### src/rtl/quote_aware_tokenizer_unit_assert.svh
// Assertion macros for the quote aware tokenizer.
// Taken in by the top level with `include; depends on nothing else.
`ifndef QUOTE_AWARE_TOKENIZER_UNIT_ASSERT_SVH
`define QUOTE_AWARE_TOKENIZER_UNIT_ASSERT_SVH

// The condition must hold at every clock edge outside reset.
`define QAT_ASSERT_ALWAYS(label, clk, rst_n, cond) \
	label: assert property (@(posedge clk) disable iff (!rst_n) (cond)) \
		else $error("qat assertion failed");

// The consequent must hold in the cycle after the antecedent.
`define QAT_ASSERT_NEXT(label, clk, rst_n, ante, cons) \
	label: assert property (@(posedge clk) disable iff (!rst_n) (ante) |=> (cons)) \
		else $error("qat assertion failed");

`endif

### src/rtl/qat_pkg.sv
// Shared constants, token type and byte classification for the tokenizer.
// Used by the token interface, the top level and the testbench; depends on nothing.
package qat_pkg;

	localparam int WORD_LIMIT  = 4096;
	localparam int OFFSET_BITS = 24;
	localparam int LEN_W       = 13;
	localparam int KIND_W      = 2;

	// Token kinds.
	localparam logic [KIND_W-1:0] KIND_WORD    = 2'd0;
	localparam logic [KIND_W-1:0] KIND_DELIM   = 2'd1;
	localparam logic [KIND_W-1:0] KIND_NEWLINE = 2'd2;

	// Bytes with a special role.
	localparam logic [7:0] BYTE_BACKSLASH = 8'h5C;
	localparam logic [7:0] BYTE_NEWLINE   = 8'h0A;
	localparam logic [7:0] BYTE_SQUOTE    = 8'h27;
	localparam logic [7:0] BYTE_DQUOTE    = 8'h22;

	typedef logic [OFFSET_BITS-1:0] offset_t;
	typedef logic [LEN_W-1:0]       length_t;

	typedef struct packed {
		logic [KIND_W-1:0] kind;
		offset_t           start;
		length_t           length;
		logic              final_token;
	} token_t;

	// Whitespace and the delimiters that end a word outside quotes.
	function automatic logic is_separator(input logic [7:0] c);
		return c inside {8'h20, 8'h0A, 8'h09, 8'h0B, 8'h7B, 8'h7D, 8'h28, 8'h29,
			8'h3B, 8'h2C, 8'h3A, 8'h2F, 8'h3C, 8'h3E};
	endfunction

endpackage

### src/rtl/qat_byte_if.sv
// Channel that carries input bytes into the tokenizer.
// Depends on nothing.
interface qat_byte_if;
	logic       valid;
	logic       ready;
	logic [7:0] data_byte;
	logic       last_byte;

	modport source (output valid, output data_byte, output last_byte, input ready);
	modport sink (input valid, input data_byte, input last_byte, output ready);
endinterface

### src/rtl/qat_token_if.sv
// Channel that carries tokens out of the tokenizer.
// Depends on qat_pkg for field widths.
interface qat_token_if;
	logic                          valid;
	logic                          ready;
	logic [qat_pkg::KIND_W-1:0]    token_kind;
	logic [qat_pkg::OFFSET_BITS-1:0] token_start;
	logic [qat_pkg::LEN_W-1:0]     token_length;
	logic                          final_token;

	modport source (output valid, output token_kind, output token_start,
		output token_length, output final_token, input ready);
	modport sink (input valid, input token_kind, input token_start,
		input token_length, input final_token, output ready);
endinterface

### src/rtl/quote_aware_tokenizer_unit.sv
// Top level of the tokenizer; depends on qat_pkg, qat_byte_if, qat_token_if and the macros.
// The tokens of a byte are registered in the token register once the byte moves on from the input register.
// Throughput: one byte per cycle while each byte yields at most one token and the receiver is ready; a
// byte that yields more tokens holds the three-entry token register until its last token is being taken.
// Reset (arst_n low, asynchronous) clears quote state, history, word count and offset,
// and empties the input and token registers.
`include "quote_aware_tokenizer_unit_assert.svh"

module quote_aware_tokenizer_unit (
	input logic clk,
	input logic arst_n,
	qat_byte_if.sink bytes,
	qat_token_if.source tokens
);

	// Input register.
	logic       byte_vld_s1;
	logic [7:0] byte_s1;
	logic       last_s1;

	// Tokenizer state.
	logic               dq_q;
	logic               sq_q;
	logic [7:0]         prior_q;
	logic [7:0]         prior2_q;
	qat_pkg::length_t   word_cnt_q;
	qat_pkg::offset_t   word_begin_q;
	qat_pkg::offset_t   pos_q;

	// Token register: up to three tokens from one byte, head at entry zero.
	qat_pkg::token_t tok_q [3];
	logic [1:0]      tok_cnt_q;

	logic tok_pop;
	logic buf_free;
	logic advance;

	assign tok_pop  = (tok_cnt_q != 2'd0) && tokens.ready;
	assign buf_free = (tok_cnt_q == 2'd0) || ((tok_cnt_q == 2'd1) && tok_pop);
	assign advance  = byte_vld_s1 && buf_free;
	assign bytes.ready = !byte_vld_s1 || buf_free;

	// Capture the incoming byte.
	always_ff @(posedge clk or negedge arst_n) begin
		if (!arst_n) begin
			byte_vld_s1 <= 1'b0;
		end else if (bytes.ready) begin
			byte_vld_s1 <= bytes.valid;
		end
	end

	always_ff @(posedge clk) begin
		if (bytes.ready && bytes.valid) begin
			byte_s1 <= bytes.data_byte;
			last_s1 <= bytes.last_byte;
		end
	end

	// Classify the byte and decide on splitting and quote toggles.
	logic             split_sep;
	logic             full;
	logic             keep;
	logic             split;
	logic             dq_nxt;
	logic             sq_nxt;
	logic             word_vld;
	logic             delim_vld;
	logic             nl_vld;
	qat_pkg::token_t  word_tok;
	qat_pkg::token_t  delim_tok;
	qat_pkg::token_t  nl_tok;
	qat_pkg::token_t  new_tok [3];
	logic [1:0]       new_cnt;
	qat_pkg::offset_t pos_inc;

	assign pos_inc = pos_q + qat_pkg::offset_t'(1);

	always_comb begin
		split_sep = qat_pkg::is_separator(byte_s1) && !(dq_q || sq_q);
		dq_nxt = dq_q;
		sq_nxt = sq_q;
		if (!split_sep) begin
			if (byte_s1 == qat_pkg::BYTE_SQUOTE) begin
				if (!dq_q && !(prior_q == qat_pkg::BYTE_BACKSLASH &&
						prior2_q != qat_pkg::BYTE_BACKSLASH)) begin
					sq_nxt = !sq_q;
				end
			end else if (byte_s1 == qat_pkg::BYTE_DQUOTE) begin
				if (!sq_q && prior_q != qat_pkg::BYTE_BACKSLASH) begin
					dq_nxt = !dq_q;
				end
			end
		end
		full  = word_cnt_q == qat_pkg::LEN_W'(qat_pkg::WORD_LIMIT);
		keep  = !split_sep && !full;
		split = !keep;
	end

	// Build the tokens of this byte in order: word, one-byte token, appended newline.
	always_comb begin
		word_vld  = split ? (word_cnt_q != '0) : last_s1;
		delim_vld = split;
		nl_vld    = last_s1 && (byte_s1 != qat_pkg::BYTE_NEWLINE);

		word_tok.kind        = qat_pkg::KIND_WORD;
		word_tok.start       = (!split && word_cnt_q == '0) ? pos_q : word_begin_q;
		word_tok.length      = split ? word_cnt_q : word_cnt_q + qat_pkg::length_t'(1);
		word_tok.final_token = last_s1 && !nl_vld && !delim_vld;

		delim_tok.kind        = qat_pkg::KIND_DELIM;
		delim_tok.start       = pos_q;
		delim_tok.length      = qat_pkg::length_t'(1);
		delim_tok.final_token = last_s1 && !nl_vld;

		nl_tok.kind        = qat_pkg::KIND_NEWLINE;
		nl_tok.start       = pos_inc;
		nl_tok.length      = qat_pkg::length_t'(1);
		nl_tok.final_token = last_s1;

		// Pack the valid tokens toward entry zero.
		new_tok[0] = nl_tok;
		new_tok[1] = nl_tok;
		new_tok[2] = nl_tok;
		if (word_vld) begin
			new_tok[0] = word_tok;
			if (delim_vld) begin
				new_tok[1] = delim_tok;
			end
		end else if (delim_vld) begin
			new_tok[0] = delim_tok;
		end
		new_cnt = {1'b0, word_vld} + {1'b0, delim_vld} + {1'b0, nl_vld};
	end

	// Update the tokenizer state when the registered byte moves on.
	always_ff @(posedge clk or negedge arst_n) begin
		if (!arst_n) begin
			dq_q         <= 1'b0;
			sq_q         <= 1'b0;
			prior_q      <= '0;
			prior2_q     <= '0;
			word_cnt_q   <= '0;
			word_begin_q <= '0;
			pos_q        <= '0;
		end else if (advance) begin
			if (last_s1) begin
				dq_q         <= 1'b0;
				sq_q         <= 1'b0;
				prior_q      <= '0;
				prior2_q     <= '0;
				word_cnt_q   <= '0;
				word_begin_q <= '0;
				pos_q        <= '0;
			end else begin
				dq_q  <= dq_nxt;
				sq_q  <= sq_nxt;
				pos_q <= pos_inc;
				if (keep) begin
					word_cnt_q <= word_cnt_q + qat_pkg::length_t'(1);
					prior2_q   <= prior_q;
					prior_q    <= byte_s1;
					if (word_cnt_q == '0) begin
						word_begin_q <= pos_q;
					end
				end else begin
					word_cnt_q <= '0;
				end
			end
		end
	end

	// Token register: load a fresh group or shift out the head token.
	always_ff @(posedge clk or negedge arst_n) begin
		if (!arst_n) begin
			tok_cnt_q <= 2'd0;
		end else if (advance) begin
			tok_cnt_q <= new_cnt;
		end else if (tok_pop) begin
			tok_cnt_q <= tok_cnt_q - 2'd1;
		end
	end

	always_ff @(posedge clk) begin
		if (advance) begin
			tok_q[0] <= new_tok[0];
			tok_q[1] <= new_tok[1];
			tok_q[2] <= new_tok[2];
		end else if (tok_pop) begin
			tok_q[0] <= tok_q[1];
			tok_q[1] <= tok_q[2];
		end
	end

	assign tokens.valid        = tok_cnt_q != 2'd0;
	assign tokens.token_kind   = tok_q[0].kind;
	assign tokens.token_start  = tok_q[0].start;
	assign tokens.token_length = tok_q[0].length;
	assign tokens.final_token  = tok_q[0].final_token;

	// The two quote states exclude each other.
	`QAT_ASSERT_ALWAYS(a_quotes_exclusive, clk, arst_n, !(dq_q && sq_q))
	// A word never grows past the limit.
	`QAT_ASSERT_ALWAYS(a_word_bounded, clk, arst_n,
		word_cnt_q <= qat_pkg::LEN_W'(qat_pkg::WORD_LIMIT))
	// The last byte of a buffer leaves the state at its reset values.
	`QAT_ASSERT_NEXT(a_buffer_end_clears, clk, arst_n, advance && last_s1,
		word_cnt_q == '0 && pos_q == '0 && !dq_q && !sq_q)

endmodule

### src/flat_wrapper.sv
// flat-port wrapper written by rule: the top's interface ports become plain ports
module quote_aware_tokenizer_unit_flat 
  (clk, arst_n, bytes_valid, bytes_data_byte, bytes_last_byte, bytes_ready, tokens_valid, tokens_token_kind, tokens_token_start, tokens_token_length, tokens_final_token, tokens_ready);
  qat_byte_if bytes_i ();
  qat_token_if tokens_i ();
  input logic clk;
  input logic arst_n;
  input wire logic [$bits(bytes_i.valid)-1:0] bytes_valid;
  input wire logic [$bits(bytes_i.data_byte)-1:0] bytes_data_byte;
  input wire logic [$bits(bytes_i.last_byte)-1:0] bytes_last_byte;
  output wire logic [$bits(bytes_i.ready)-1:0] bytes_ready;
  output wire logic [$bits(tokens_i.valid)-1:0] tokens_valid;
  output wire logic [$bits(tokens_i.token_kind)-1:0] tokens_token_kind;
  output wire logic [$bits(tokens_i.token_start)-1:0] tokens_token_start;
  output wire logic [$bits(tokens_i.token_length)-1:0] tokens_token_length;
  output wire logic [$bits(tokens_i.final_token)-1:0] tokens_final_token;
  input wire logic [$bits(tokens_i.ready)-1:0] tokens_ready;
  assign bytes_i.valid = bytes_valid;
  assign bytes_i.data_byte = bytes_data_byte;
  assign bytes_i.last_byte = bytes_last_byte;
  assign bytes_ready = bytes_i.ready;
  assign tokens_valid = tokens_i.valid;
  assign tokens_token_kind = tokens_i.token_kind;
  assign tokens_token_start = tokens_i.token_start;
  assign tokens_token_length = tokens_i.token_length;
  assign tokens_final_token = tokens_i.final_token;
  assign tokens_i.ready = tokens_ready;
  quote_aware_tokenizer_unit u_core (.clk(clk), .arst_n(arst_n), .bytes(bytes_i), .tokens(tokens_i));
endmodule
### config.mk
export PLATFORM = sky130hd
export DESIGN_NAME = quote_aware_tokenizer_unit_flat
export DESIGN_NICKNAME = d
export VERILOG_FILES = /design/src/rtl/qat_pkg.sv /design/src/rtl/qat_byte_if.sv /design/src/rtl/qat_token_if.sv /design/src/rtl/quote_aware_tokenizer_unit.sv /design/src/flat_wrapper.sv
export VERILOG_INCLUDE_DIRS = /design/src /design/src/rtl
export SDC_FILE = /design/constraint.sdc
export NUM_CORES = 1
export LEC_CHECK = 0
export ABC_AREA = 1
export BUFFER_PORTS_ARGS = -buffer_cell sky130_fd_sc_hd__buf_2
export CORE_MARGIN = 2
export CORE_UTILIZATION = 50
export DETAILED_ROUTE_END_ITERATION = 16
export PLACE_DENSITY = 0.69
export SYNTH_ARGS = -nofsm -noshare
export SYNTH_HDL_FRONTEND = slang
export SYNTH_SLANG_ARGS = --single-unit
### constraint.sdc
create_clock -name clk -period 2.7 [get_ports clk]
set_input_delay 0.405 -clock clk [delete_from_list [all_inputs] [get_ports clk]]
set_output_delay 0.405 -clock clk [all_outputs]
set_load 0.1 [all_outputs]
* Word level (Yosys, flattened, before mapping)
Memory sizes are Yosys's and may differ from the RTL's.
Index checks and enable logic that the tools add are counted.
** Cells by class
- Eq/ne operators :: 24
- Add/subtract/negate cells :: 5
- Muxes and demuxes :: 34
- Reduce and logical (&&, ||, !) cells :: 41
- Bitwise gates (word level) :: 2
** Operators with widths (number)
- $mux 40 :: 5
- $mux 24 :: 5
- $eq 8x6->1 const B :: 11
- $mux 13 :: 3
- $mux 8 :: 4
- $add 24x1->24 const B :: 1
- $eq 8x4->1 const B :: 3
- $eq 8x7->1 const B :: 3
- $ne 8x7->1 const B :: 2
- $reduce_bool 2->1 :: 8
- $mux 1 :: 15
- $reduce_bool 14->1 :: 1
- $add 13x1->13 const B :: 1
- $eq 13x13->1 const B :: 1
- $logic_and 1x1->1 :: 13
- $logic_not 13->1 :: 1
- $reduce_bool 13->1 :: 1
- $logic_not 1->1 :: 9
- $ne 8x4->1 const B :: 1
- $reduce_and 5->1 :: 1
- $mux 2 :: 2
- $ne 2x1->1 const B :: 2
- $reduce_and 4->1 :: 1
- $logic_or 1x1->1 :: 3
- other kinds (8) :: 9
** Word-level totals
- Register bits :: 91
- Memory bits (writable) :: 120
- Memories :: 1
** Memory list
- u_core.tok_q :: depth 3, width 40, read ports 3, clocked after memory_dff 0, write ports 3, line quote_aware_tokenizer_unit.sv:31 : qat_pkg::token_t tok_q [3];

* Longest topological paths before layout
Gate-level depths: netlist of run 1.
- Depth after elaboration :: 9
- Depth in mapped cells :: 16
- Depth with buffers taken out :: 15

* Least setup slack after synthesis of run 1
No wires, ideal clock.
- Path type :: register -> register
- Start :: register u_core.tok_cnt_q[0]
- End :: memory u_core.tok_q[0][0] in the netlist's numbering, enable pin
- Stages on the path, launching flop included :: 7
- Clock period less this slack :: 2.708 ns
- Path slack :: -0.008 ns
- Arrival time :: 2.287 ns
- Cells stage by stage :: dfrtp_1 inv_1 ha_1 a21oi_1 nor2_2 nor2_1 inv_1
** RTL lines
- from (decl) :: line quote_aware_tokenizer_unit.sv:32 : logic [1:0] tok_cnt_q;
- from (signal assigned) :: line quote_aware_tokenizer_unit.sv:177 : tok_cnt_q <= new_cnt;
- from (signal assigned) :: line quote_aware_tokenizer_unit.sv:179 : tok_cnt_q <= tok_cnt_q - 2'd1;
- to (decl) :: line quote_aware_tokenizer_unit.sv:31

* Worst setup path in the final report of run 1
- Start :: register u_core.byte_s1[3]
- End :: register u_core.prior_q[0]
** Between the ends
- Longest elaborated chain between the ends :: 7
- Elaborated cells on any way between the ends :: 20
- Classes of those cells :: 14 x eq/ne; 6 x reduce/logical
** Ends and longest elaborated chain
- from (decl) :: line quote_aware_tokenizer_unit.sv:18 : logic [7:0] byte_s1;
- from (signal assigned) :: line quote_aware_tokenizer_unit.sv:54 : byte_s1 <= bytes.data_byte;
- $eq 8x6->1 (tied with other cells) :: line qat_pkg.sv:33 : return c inside {8'h20, 8'h0A, 8'h09, 8'h0B, 8'h7B, 8'h7D, 8'h28, 8'h29,
- $reduce_bool 14->1 * :: line qat_pkg.sv:33
- $logic_and 1x1->1 * :: line quote_aware_tokenizer_unit.sv:79 : split_sep = qat_pkg::is_separator(byte_s1) && !(dq_q || sq_q);
- $logic_not 1->1 *
- $logic_and 1x1->1 * :: line quote_aware_tokenizer_unit.sv:95 : keep = !split_sep && !full;
- $reduce_bool 2->1 (no source line) *
- $reduce_and 2->1 (no source line) *
- to (signal assigned) :: line quote_aware_tokenizer_unit.sv:161 : prior_q <= byte_s1;
- to (decl) :: line quote_aware_tokenizer_unit.sv:24 : logic [7:0] prior_q;
Mark *: on every way between the ends. The rest lies on a longest branch, timed or not.
A chain may end at the register's enable or synchronous reset.

==> metrics.txt, run 1 <==
setup bufs post-CTS 0; CTS resizes 0; Unique masters post-synth 33; DP HPWL between 10 and 15 mm; port bufs between 50 and 60; Clock Path Buffers 2; maximum vdd drop between 0.0008 and 0.0009 V; Max-slew headroom between 40% and 50%; starting density of the core ~51%; DR pass1 iterations 8; clk slew on worst S/H paths ~0.06 ns; gr usage total between 20% and 30%; Critical Path Sink Type flop; sequential cell area fraction in the yosys report 52.8%; Non-Filler Instances about 1.4k; min Tclk post-route 2.35 ns; final WL between 20 and 25 mm; CTS Buf Count 17; ratio of cells with drive above 1 in the final layout 11.9%; outcome finished, final reports clean; Worst R2R Path Depth 11; Vias between 7k and 8k; Yosys warning count 0; wire per inst approximately 15 um; I/O pins 55; Avg Synthesized Cell Area around 8.3 um^2; largest net degree at the start of global routing between 60 and 70; Core Area 18800 um^2; syn_nets between 1k and 1.5k; first-pass GRT wire length approximately 36 mm; setup TNS 0 ns; P&R area growth vs syn 10.1%; Antenna Nets Post-Route 0; via/cell ratio 5.26; R2R setup slack 0.35 ns; root buffer cell clkbuf_16; instance count of the mapped netlist around 1.2k; Comb power frac a little under half; Final Util 56.3%; GP Congestion just over 0.8; Horiz. Die Dim ~140 um; H-tree Lvls 4; internal power 6.96 mW; Worst EP required 2.98 ns; Worst Tran Pin Value 0.881 ns; Final Skew about 0.0089 ns; critical path class reg -> reg; drc violations 0; max-slew violations 0; Row Count 50; RR Startpoint u_core.byte_s1[3]$_DFFE_PP_; RSZ-0062 raised after global routing no; initial antenna violation count 0; Flop pwr share about a third; CTS Hold Bufs 0; clock network fraction of design power a little under a fifth; Final period util between 80 and 90%; number of global-route vias before repair between 7k and 8k; sw power around 6.5 mW; Hold Crit Class in -> async; Diodes inserted 0; Seq cells post-synth 183; RR Endpoint u_core.prior_q[0]$_DFFE_PN0P_; initial drt markers approximately 640; leak pwr approximately 5 nW; GRT overflow 0; worst-skew pair later-pin latency around 0.44 ns; TritonCTS clock tree done; Mapped Area slightly below 10000 um^2; total clock sinks ~180; Worst EP arrival 2.62 ns; dpl cells roughly 1.4k; DP Worst Slack about 0.33 ns; startpoint types flop; Layout Nets between 1k and 1.5k; final hold vios 0; max_cap viols 0; switching share of power 48.3%; worst-path fanout max 16; PD cells 1270 nW/um^2; Setup violations, final 0; Die Footprint slightly above 20000 um^2; fmax roughly 0.43 GHz; Die Span Y between 100 and 150 um; Setup WS post-layout approximately 0.35 ns
power by group through the flow:
stage          clock, mW  combinational [mW]  sequential [mW]
2_1_floorplan          0                5.27             4.62
3_3_place_gp           0                6.24             4.62
3_5_place_dp           0                6.29             4.64
4_1_cts             2.60                6.31             4.59
5_1_grt             2.71                6.75             4.69
6_report            2.57                6.30             4.59
cell families (layout without fill, tap and decap cells):
logic type | count (synthesis) | after routing | share of synthesized area (%)
adder cells (fa/ha/maj) | 7 | 7 | 0.987
flip-flops | 183 | 183 | 52.8
buffers and inverters | 247 | 275 | 11.8
AND/OR/NAND/NOR | 591 | 591 | 26.0
XOR/XNOR | 14 | 14 | 1.27
AO/OA/AOI/OAI | 115 | 115 | 7.16
worst max-delay path: stages (launching register included):
cell and delay, ns:
edfxtp_1 0.45, inv_1 0.15, nor2_2 0.06, nand4_1 0.07, nand2_1 0.06, nand2_1 0.06, nand3_2 0.11, nand2_2 0.15
nand2_2 0.08, buf_4 0.22, a21oi_2 0.58, o22ai_1 0.16
flip-flops by register name, summed over array words and instances (netlist names), 2 cells and up:
register,cells
u_core.word_cnt_q,13
u_core.word_begin_q,24
u_core.prior_q,8
u_core.pos_q,24
u_core.tok_q,92
u_core.tok_cnt_q,2
u_core.byte_s1,8
u_core.prior2_q,8
layout by cell type, fill, tap and decap left out, drive strengths merged, types with 21 or more instances in the layout:
cell type	n
buf	87
nor2	46
nand2	387
dfrtp	82
edfxtp	101
nand3	127
inv	156
o22ai	74
clkbuf	21
worst max path at each step:
| stage | from | end | slack [ns] | depth (start not counted) |
|---|---|---|---|---|
| floorplan | u_core.tok_cnt_q[0]$_DFFE_PN0P_ | u_core.tok_q[0][0]$_DFFE_PP_ | 0.16 | 6 |
| global placement | u_core.byte_s1[7]$_DFFE_PP_ | u_core.tok_cnt_q[0]$_DFFE_PN0P_ | 0.40 | 9 |
| detailed placement | u_core.byte_s1[3]$_DFFE_PP_ | u_core.prior_q[0]$_DFFE_PN0P_ | 0.33 | 11 |
| CTS | u_core.byte_s1[3]$_DFFE_PP_ | u_core.prior_q[0]$_DFFE_PN0P_ | 0.32 | 11 |
| global route | u_core.byte_s1[3]$_DFFE_PP_ | u_core.prior_q[0]$_DFFE_PN0P_ | 0.13 | 11 |
| finish | u_core.byte_s1[3]$_DFFE_PP_ | u_core.prior_q[0]$_DFFE_PN0P_ | 0.35 | 11 |
synth_stat cells (all sizes together):
library cell,instances,share of area [%]
nand2,387,15
inv,156,6.1
nand3,127,6.8
edfxtp,101,31
dfrtp,82,21
o22ai,74,4.8
buf,73,5.0
nor2,46,2.0
a21oi,18,1.0
clkbuf,18,0.70
o21ai,18,0.94
nand4,14,0.91
xor2,14,1.3
nor3,7,0.36
ha,6,0.78
nor4,4,0.32
or2,4,0.26
o211ai,2,0.16
o221ai,2,0.18
a31oi,1,0.065
and2,1,0.065
fa,1,0.21
nor3b,1,0.13
metal layers:
metal | vias to the layer above | track usage, % | share of wire (%)
met5 | - | 0 | 0
met4 | 0 | 6.72 | 1.1
met3 | 22 | 4.19 | 5.4
met2 | 218 | 34.7 | 46
met1 | 3578 | 32.6 | 48
li1 | 3779 | - | -
stage by stage:
| step | hold slack [ns] | area (um^2) | total power [mW] |
|---|---|---|---|
| 3_3_place_gp | 0.481 | 10000 | 10.9 |
| 6_report | 0.00136 | 10600 | 13.5 |
| 4_1_cts | 0.0219 | 10600 | 13.5 |
| 2_1_floorplan | 0.109 | 9640 | 9.89 |
| 3_5_place_dp | 0.480 | 10000 | 10.9 |
| 5_1_grt | 0.0514 | 10600 | 14.1 |
cell type report:
cell class | instances | area (um^2)
Fill cell | 1687 | 8230
Sequential cell | 183 | 5080
Multi-Input combinational cell | 727 | 3420
Inverter | 156 | 589
Timing Repair Buffer | 87 | 583
Clock buffer | 21 | 450
Tap cell | 260 | 325
Clock inverter | 11 | 149
Power figures use the tool's default switching activity.
==> run 2, diff against run 1 <==
ABC_AREA = default   (was 1)
CORE_MARGIN = default   (was 2)
==> run 2 against run 1 <==
  * Wire length up 22%
  * Hold slack improved by 0.13 ns
  * Clock power is 12% higher
  * Register-to-register slack lost 0.27 ns
  * Clock skew increased by 0.0027 ns
  * Flip-flop and latch count unchanged
  * Final cell count fell by 8.3%
  * Worst setup slack lost 0.27 ns
  * Area after synthesis increased by 2.6%
==> metrics.txt, run 2 <==
fmax between 0.3 and 0.4 GHz; RR Startpoint u_core.word_cnt_q[0]$_DFFE_PN0P_; max_cap viols 0; maximum vdd drop approximately 0.00083 V; Async SR Flop Fraction 44.8%; CTS Buf Count 17; Diodes inserted 0; Unique masters post-synth a little under 80; DR pass1 iterations 5; final WL around 26 mm; Row Count 51; sw power 6.49 mW; Yosys top cell area share 30.7%; hold path start bytes_last_byte; most common cell after layout, fill and taps aside nand2_1; hold endpoint u_core.last_s1$_DFFE_PP_; Antenna Nets Post-Route 0; sequential cell area fraction in the yosys report between 50% and 60%; initial drt markers between 700 and 800; leak pwr 4.59 nW; PD cells between 1000 and 1500 nW/um^2; Avg Synthesized Cell Area about 9.9 um^2; ys flop type edfxtp_1; number of global-route vias before repair between 7k and 8k; Largest regs u_core.tok_q: 92 flops, u_core.pos_q: 24 flops, u_core.word_begin_q: 24 flops; Core Area ~19000 um^2; TritonCTS clock tree done; worst-skew pair later-pin latency roughly 0.44 ns; internal power between 7 and 8 mW; syn_nets 1016; R2R setup slack approximately 0.085 ns; GRT overflow 0; Worst EP required between 2 and 3 ns; worst-path fanout max 22; P&R area growth vs syn 15.2%; synth top area cells edfxtp_1, dfrtp_1, o21ai_0; starting density of the core ~50%; gr usage total 26.9%; H-tree Lvls 4; RR Endpoint u_core.tok_q[0][30]$_DFFE_PP_; DP HPWL around 18 mm; Comb power frac between 40% and 50%; Worst R2R Path Depth 11; Yosys warning count 0; Critical Path Sink Type flop; Final Skew between 0.01 and 0.015 ns; final hold vios 0; startpoint types flop; Hold Crit Depth 1; Clock Path Buffers 2; Setup WS post-layout about 0.085 ns; setup TNS 0 ns; Hold Crit Class in -> reg; Setup violations, final 0; DP Worst Slack 0.0143 ns; via/cell ratio around 6.1; Die Footprint roughly 20000 um^2; setup bufs post-CTS 0; top-count cell post-synth nand2_1; instance count of the mapped netlist roughly 1000; most frequent cells after synthesis nand2_1, o21ai_0, edfxtp_1; Worst Setup SP u_core.word_cnt_q[0]$_DFFE_PN0P_; Flop pwr share 32.2%; critical path class reg -> reg; Yosys top cell by area edfxtp_1; Layout Nets around 1.1k; max FFs per register 92; clock network fraction of design power about a fifth; Seq cells post-synth 183; number of synthesized flops with an enable pin a little over 100; total clock sinks roughly 180; port bufs 54; Final period util between 90 and 100%; outcome finished, final reports clean; I/O pins 55; min Tclk post-route between 2 and 3 ns; Worst Tran Pin Value roughly 0.64 ns; ratio of cells with drive above 1 in the final layout between 20% and 30%; initial antenna violation count 0; root buffer cell clkbuf_16; drc violations 0; clk slew on worst S/H paths about 0.070 ns; GP Congestion approximately 0.87; Mapped Area around 9900 um^2; Horiz. Die Dim 143 um; Vias 8023; FILL cells between 1.5k and 2k; wire per inst 19.9 um; Max-slew headroom just under 60%; largest net degree at the start of global routing 48; first-pass GRT wire length 41.5 mm; Largest Register u_core.tok_q; max-slew violations 0; Die Span Y about 140 um; switching share of power 46.6%; Worst EP arrival 2.77 ns; most frequent cells in the layout nand2_1, o21ai_0, edfxtp_1
run 2: cell count changes after synthesis, sizes merged, moves of 28 or more:
| cell | previous run | this run |
|---|---|---|
| nand3 | 127 | 31 |
| inv | 156 | 18 |
| o22ai | 74 | 15 |
| o21ai | 18 | 121 |
| a22o | 0 | 28 |
| nand2 | 387 | 124 |
| a21oi | 18 | 46 |
run 2: kinds of logic after synthesis:
family,count (synthesis),share of synthesized area [%]
simple gates,316,16.1
compound gates,308,20.1
flops,183,51.4
buf+inv,137,7.38
xor+xnor,43,3.81
fa+ha+maj,7,0.962
mux,2,0.215
run 2: power by group through the flow:
stage / Combinational (mW) / Clock (mW) / Sequential [mW]
after global routing: 6.94 / 3.00 / 4.56
after detailed placement: 6.46 / 0 / 4.52
after CTS: 6.49 / 2.90 / 4.48
after global placement: 6.40 / 0 / 4.51
after floorplan: 4.96 / 0 / 4.51
final: 6.56 / 2.87 / 4.48
run 2: metal layers:
| layer | track usage, % | vias up | routed length [um] |
|---|---|---|---|
| met4 | 10.6 | 0 | 708 |
| met5 | 0 | - | 0 |
| met1 | 36.0 | 3921 | 11400 |
| met3 | 5.55 | 60 | 1870 |
| li1 | - | 3713 | - |
| met2 | 42.7 | 329 | 12400 |
run 2: worst max path at each step:
stage,to,slack [ns],cells after the start
after floorplan,u_core.tok_q[0][18]$_DFFE_PP_,0.04,9
after global placement,u_core.tok_q[0][18]$_DFFE_PP_,0.1,10
after detailed placement,u_core.tok_q[0][17]$_DFFE_PP_,0.01,10
after CTS,u_core.tok_q[0][17]$_DFFE_PP_,0.008,10
after global routing,u_core.tok_q[0][73]$_DFFE_PP_,-0.02,11
final,u_core.tok_q[0][30]$_DFFE_PP_,0.08,11
run 2: cell type report:
cell class / count / area [um^2] / area share, %
flip-flops and latches: 183 / 5080 / 44.7
inverters: 19 / 77.6 / 0.681
multi-input cells: 676 / 4160 / 36.5
repair buffers: 150 / 1060 / 9.30
clock buffers: 18 / 429 / 3.77
well taps: 265 / 332 / 2.91
clock inverters: 14 / 244 / 2.14
run 2: what timing repair did:
item / 4_1_cts / 5_1_grt
hold buffers: 1 / 0
resized for setup: 0 / 13
endpoints found under the hold margin: 18 / 0
setup endpoints to repair: 0 / 45
run 2: through the flow:
| step | utilization, % | area, um^2 | hold WS, ns | total power, mW | cells |
|---|---|---|---|---|---|
| final | 58.7 | 11400 | 0.134 | 13.9 | 1325 |
| after global routing | 58.7 | 11400 | 0.125 | 14.5 | 1325 |
| after CTS | 58.3 | 11300 | 0.123 | 13.9 | 1325 |
| after detailed placement | 54.8 | 10600 | 0.314 | 11.0 | 1292 |
| after global placement | 54.8 | 10600 | 0.315 | 10.9 | 1292 |
| after floorplan | - | 9900 | 0.109 | 9.47 | 996 |
run 2: critical path, cell delays in order, from the launching register on:
cell and delay [ns]:
dfrtp_1 0.38, inv_1 0.08, ha_1 0.16, nor4b_4 0.23, and4b_1 0.29, a22oi_1 0.10, a21bo_4 0.24, buf_4 0.16
buf_4 0.30, nor3_1 0.08, o21ai_0 0.17, o211ai_1 0.15
==> run 3, diff against run 2 <==
PLACE_DENSITY = 0.66   (was 0.69)
clock period = 3.2 ns   (was 2.7 ns; I/O delays follow)
==> run 3 against run 2 <==
  * Via count is 2.7% lower
  * Maximum frequency is 11% lower
  * Total power is 20% lower
  * Design area is 5.3% lower
  * Clock skew is 0.0044 ns higher
  * Final cell count is 3.6% lower
  * Largest power group unchanged
==> metrics.txt, run 3 (synthesis gave the netlist of run 2 again) <==
outcome finished, final reports clean; grt met2 use between 40% and 50%; final WL roughly 26 mm; crit-path cells ha_1 -> and3_1 -> nand2_1 -> or3_1 -> nor2_1 -> a21oi_1 -> o21ai_0 -> o211ai_1; worst-path fanout max 8; Horiz. Die Dim approximately 140 um; RR Startpoint u_core.pos_q[0]$_DFFE_PN0P_; Worst EP required between 3 and 4 ns; RR Endpoint u_core.tok_q[0][30]$_DFFE_PP_; Max-slew headroom a little under a third; delay of the slowest critical-path stage 0.51 ns; clk slew on worst S/H paths roughly 0.070 ns; Comb power frac 47.0%; Layout Nets 1019; Worst Tran Pin Value between 1 and 1.5 ns; CTS Buf Count 17; met1 usage in global routing between 30% and 40%; I/O pins 55; root buffer cell clkbuf_16; worst-skew pair later-pin latency 0.44 ns; total clock sinks approximately 180; GRT overflow 0; switching share of power between 40% and 50%; initial drt markers approximately 820; global route hottest layer met2; DP HPWL 16.7 mm; min Tclk post-route around 2.9 ns; Largest regs u_core.tok_q: 92 flops, u_core.pos_q: 24 flops, u_core.word_begin_q: 24 flops; Die Footprint between 20000 and 25000 um^2; starting density of the core between 50% and 60%; delay-heaviest family, CP simple AND/OR/NAND/NOR gates; Setup violations, final 0; setup TNS 0 ns; Largest Register u_core.tok_q; Critical Path Sink u_core.tok_q[0][30]$_DFFE_PP_; startpoint types flop; final hold vios 0; FILL cells ~1.8k; PD cells between 1000 and 1500 nW/um^2; Antenna Nets Post-Route 0; Stages on worst setup path 8; largest net degree at the start of global routing just under 60; Clock Path Buffers 2; max-slew violations 0; Final Util a little under three fifths; clock network fraction of design power a little under a fifth; critical path class reg -> reg; sw power 5.38 mW; max_cap viols 0; ratio of cells with drive above 1 in the final layout between 15 and 20%; most frequent cells in the layout nand2_1, o21ai_0, edfxtp_1; FF+latch area roughly 5000 um^2; Worst Setup SP u_core.pos_q[0]$_DFFE_PN0P_; P&R area growth vs syn 9.14%; internal power 5.71 mW; via/cell ratio 6.11; Diodes inserted 0; maximum vdd drop between 0.0007 and 0.0008 V; gr usage total a little over a quarter; GP Congestion approximately 0.85; first-pass GRT wire length 41.2 mm; Critical Path Sink Type flop; Worst EP arrival slightly above 3 ns; Final Skew about 0.016 ns; R2R setup slack 0.28 ns; most common cell after layout, fill and taps aside nand2_1; setup bufs post-CTS 0; Hold Crit Class in -> async; area of the multi-input gates roughly 4100 um^2; initial antenna violation count 0; max FFs per register between 90 and 100; H-tree Lvls 4; Core Area 19400 um^2; leak pwr about 4.3 nW; RSZ-0062 raised after global routing no; port bufs between 50 and 60; M3 GR Usage 5.42%; Row Count 51; Crit-path slowest cell dfrtp_1; Worst R2R Path Depth 8; CP Buf/Inv Count 0; number of global-route vias before repair about 7.3k; TritonCTS clock tree done; fmax 0.342 GHz; wire per inst 20.3 um; DR pass1 iterations 6; Vias between 7k and 8k; Die Span Y around 140 um; Flop pwr share around a third; Final period util around nine tenths; drc violations 0
-- run 3: final cells by class --
class | count | area share [%]
Sequential cell | 183 | 47.1
Multi-Input combinational cell | 676 | 37.9
Timing Repair Buffer | 102 | 5.98
Clock buffer | 19 | 4.01
Tap cell | 265 | 3.07
Clock inverter | 13 | 1.19
Inverter | 19 | 0.661
-- run 3: worst min-delay path by stage --
| stage | startpoint | end | slack (ns) | cells after the start |
|---|---|---|---|---|
| after global routing | arst_n | u_core.pos_q[17]$_DFFE_PN0P_ | 0.14 | 1 |
| after global placement | u_core.prior2_q[4]$_DFFE_PN0P_ | u_core.prior2_q[4]$_DFFE_PN0P_ | 0.48 | 2 |
| after floorplan | arst_n | u_core.byte_vld_s1$_DFFE_PN0N_ | 0.18 | 0 |
| after detailed placement | u_core.prior2_q[4]$_DFFE_PN0P_ | u_core.prior2_q[4]$_DFFE_PN0P_ | 0.49 | 2 |
| final | arst_n | u_core.word_begin_q[21]$_DFFE_PN0P_ | 0.09 | 1 |
| after CTS | arst_n | u_core.pos_q[17]$_DFFE_PN0P_ | 0.12 | 1 |
-- run 3: through the flow --
stage	hold slack, ns	cell area, um^2	setup WS [ns]	power (mW)	cells
finish	0.0935	10800	0.277	11.1	1277
global placement	0.482	10200	0.306	8.99	1245
CTS	0.121	10800	0.302	11.1	1277
detailed placement	0.489	10200	0.313	9.05	1245
global route	0.140	10800	0.0541	11.6	1277
floorplan	0.184	9890	0.0765	7.97	996
-- run 3: power groups by stage --
stage	combinational, mW	clock (mW)	sequential (mW)
after detailed placement	5.19	0	3.86
final	5.21	2.06	3.82
after global placement	5.14	0	3.84
after global routing	5.53	2.19	3.90
after CTS	5.20	2.09	3.82
after floorplan	4.17	0	3.80
-- run 3: timing repair --
item | CTS | global route
endpoints found under the setup margin | 0 | 2
gates resized for setup | 0 | 1
hold buffers | 0 | 0
hold endpoints to repair | 0 | 0
-- run 3: layer usage --
metal  vias up  share of wire, %
met3        43               7.5
met4         0               2.1
met1      3792                44
met5         -                 0
li1       3624                 -
met2       349                46
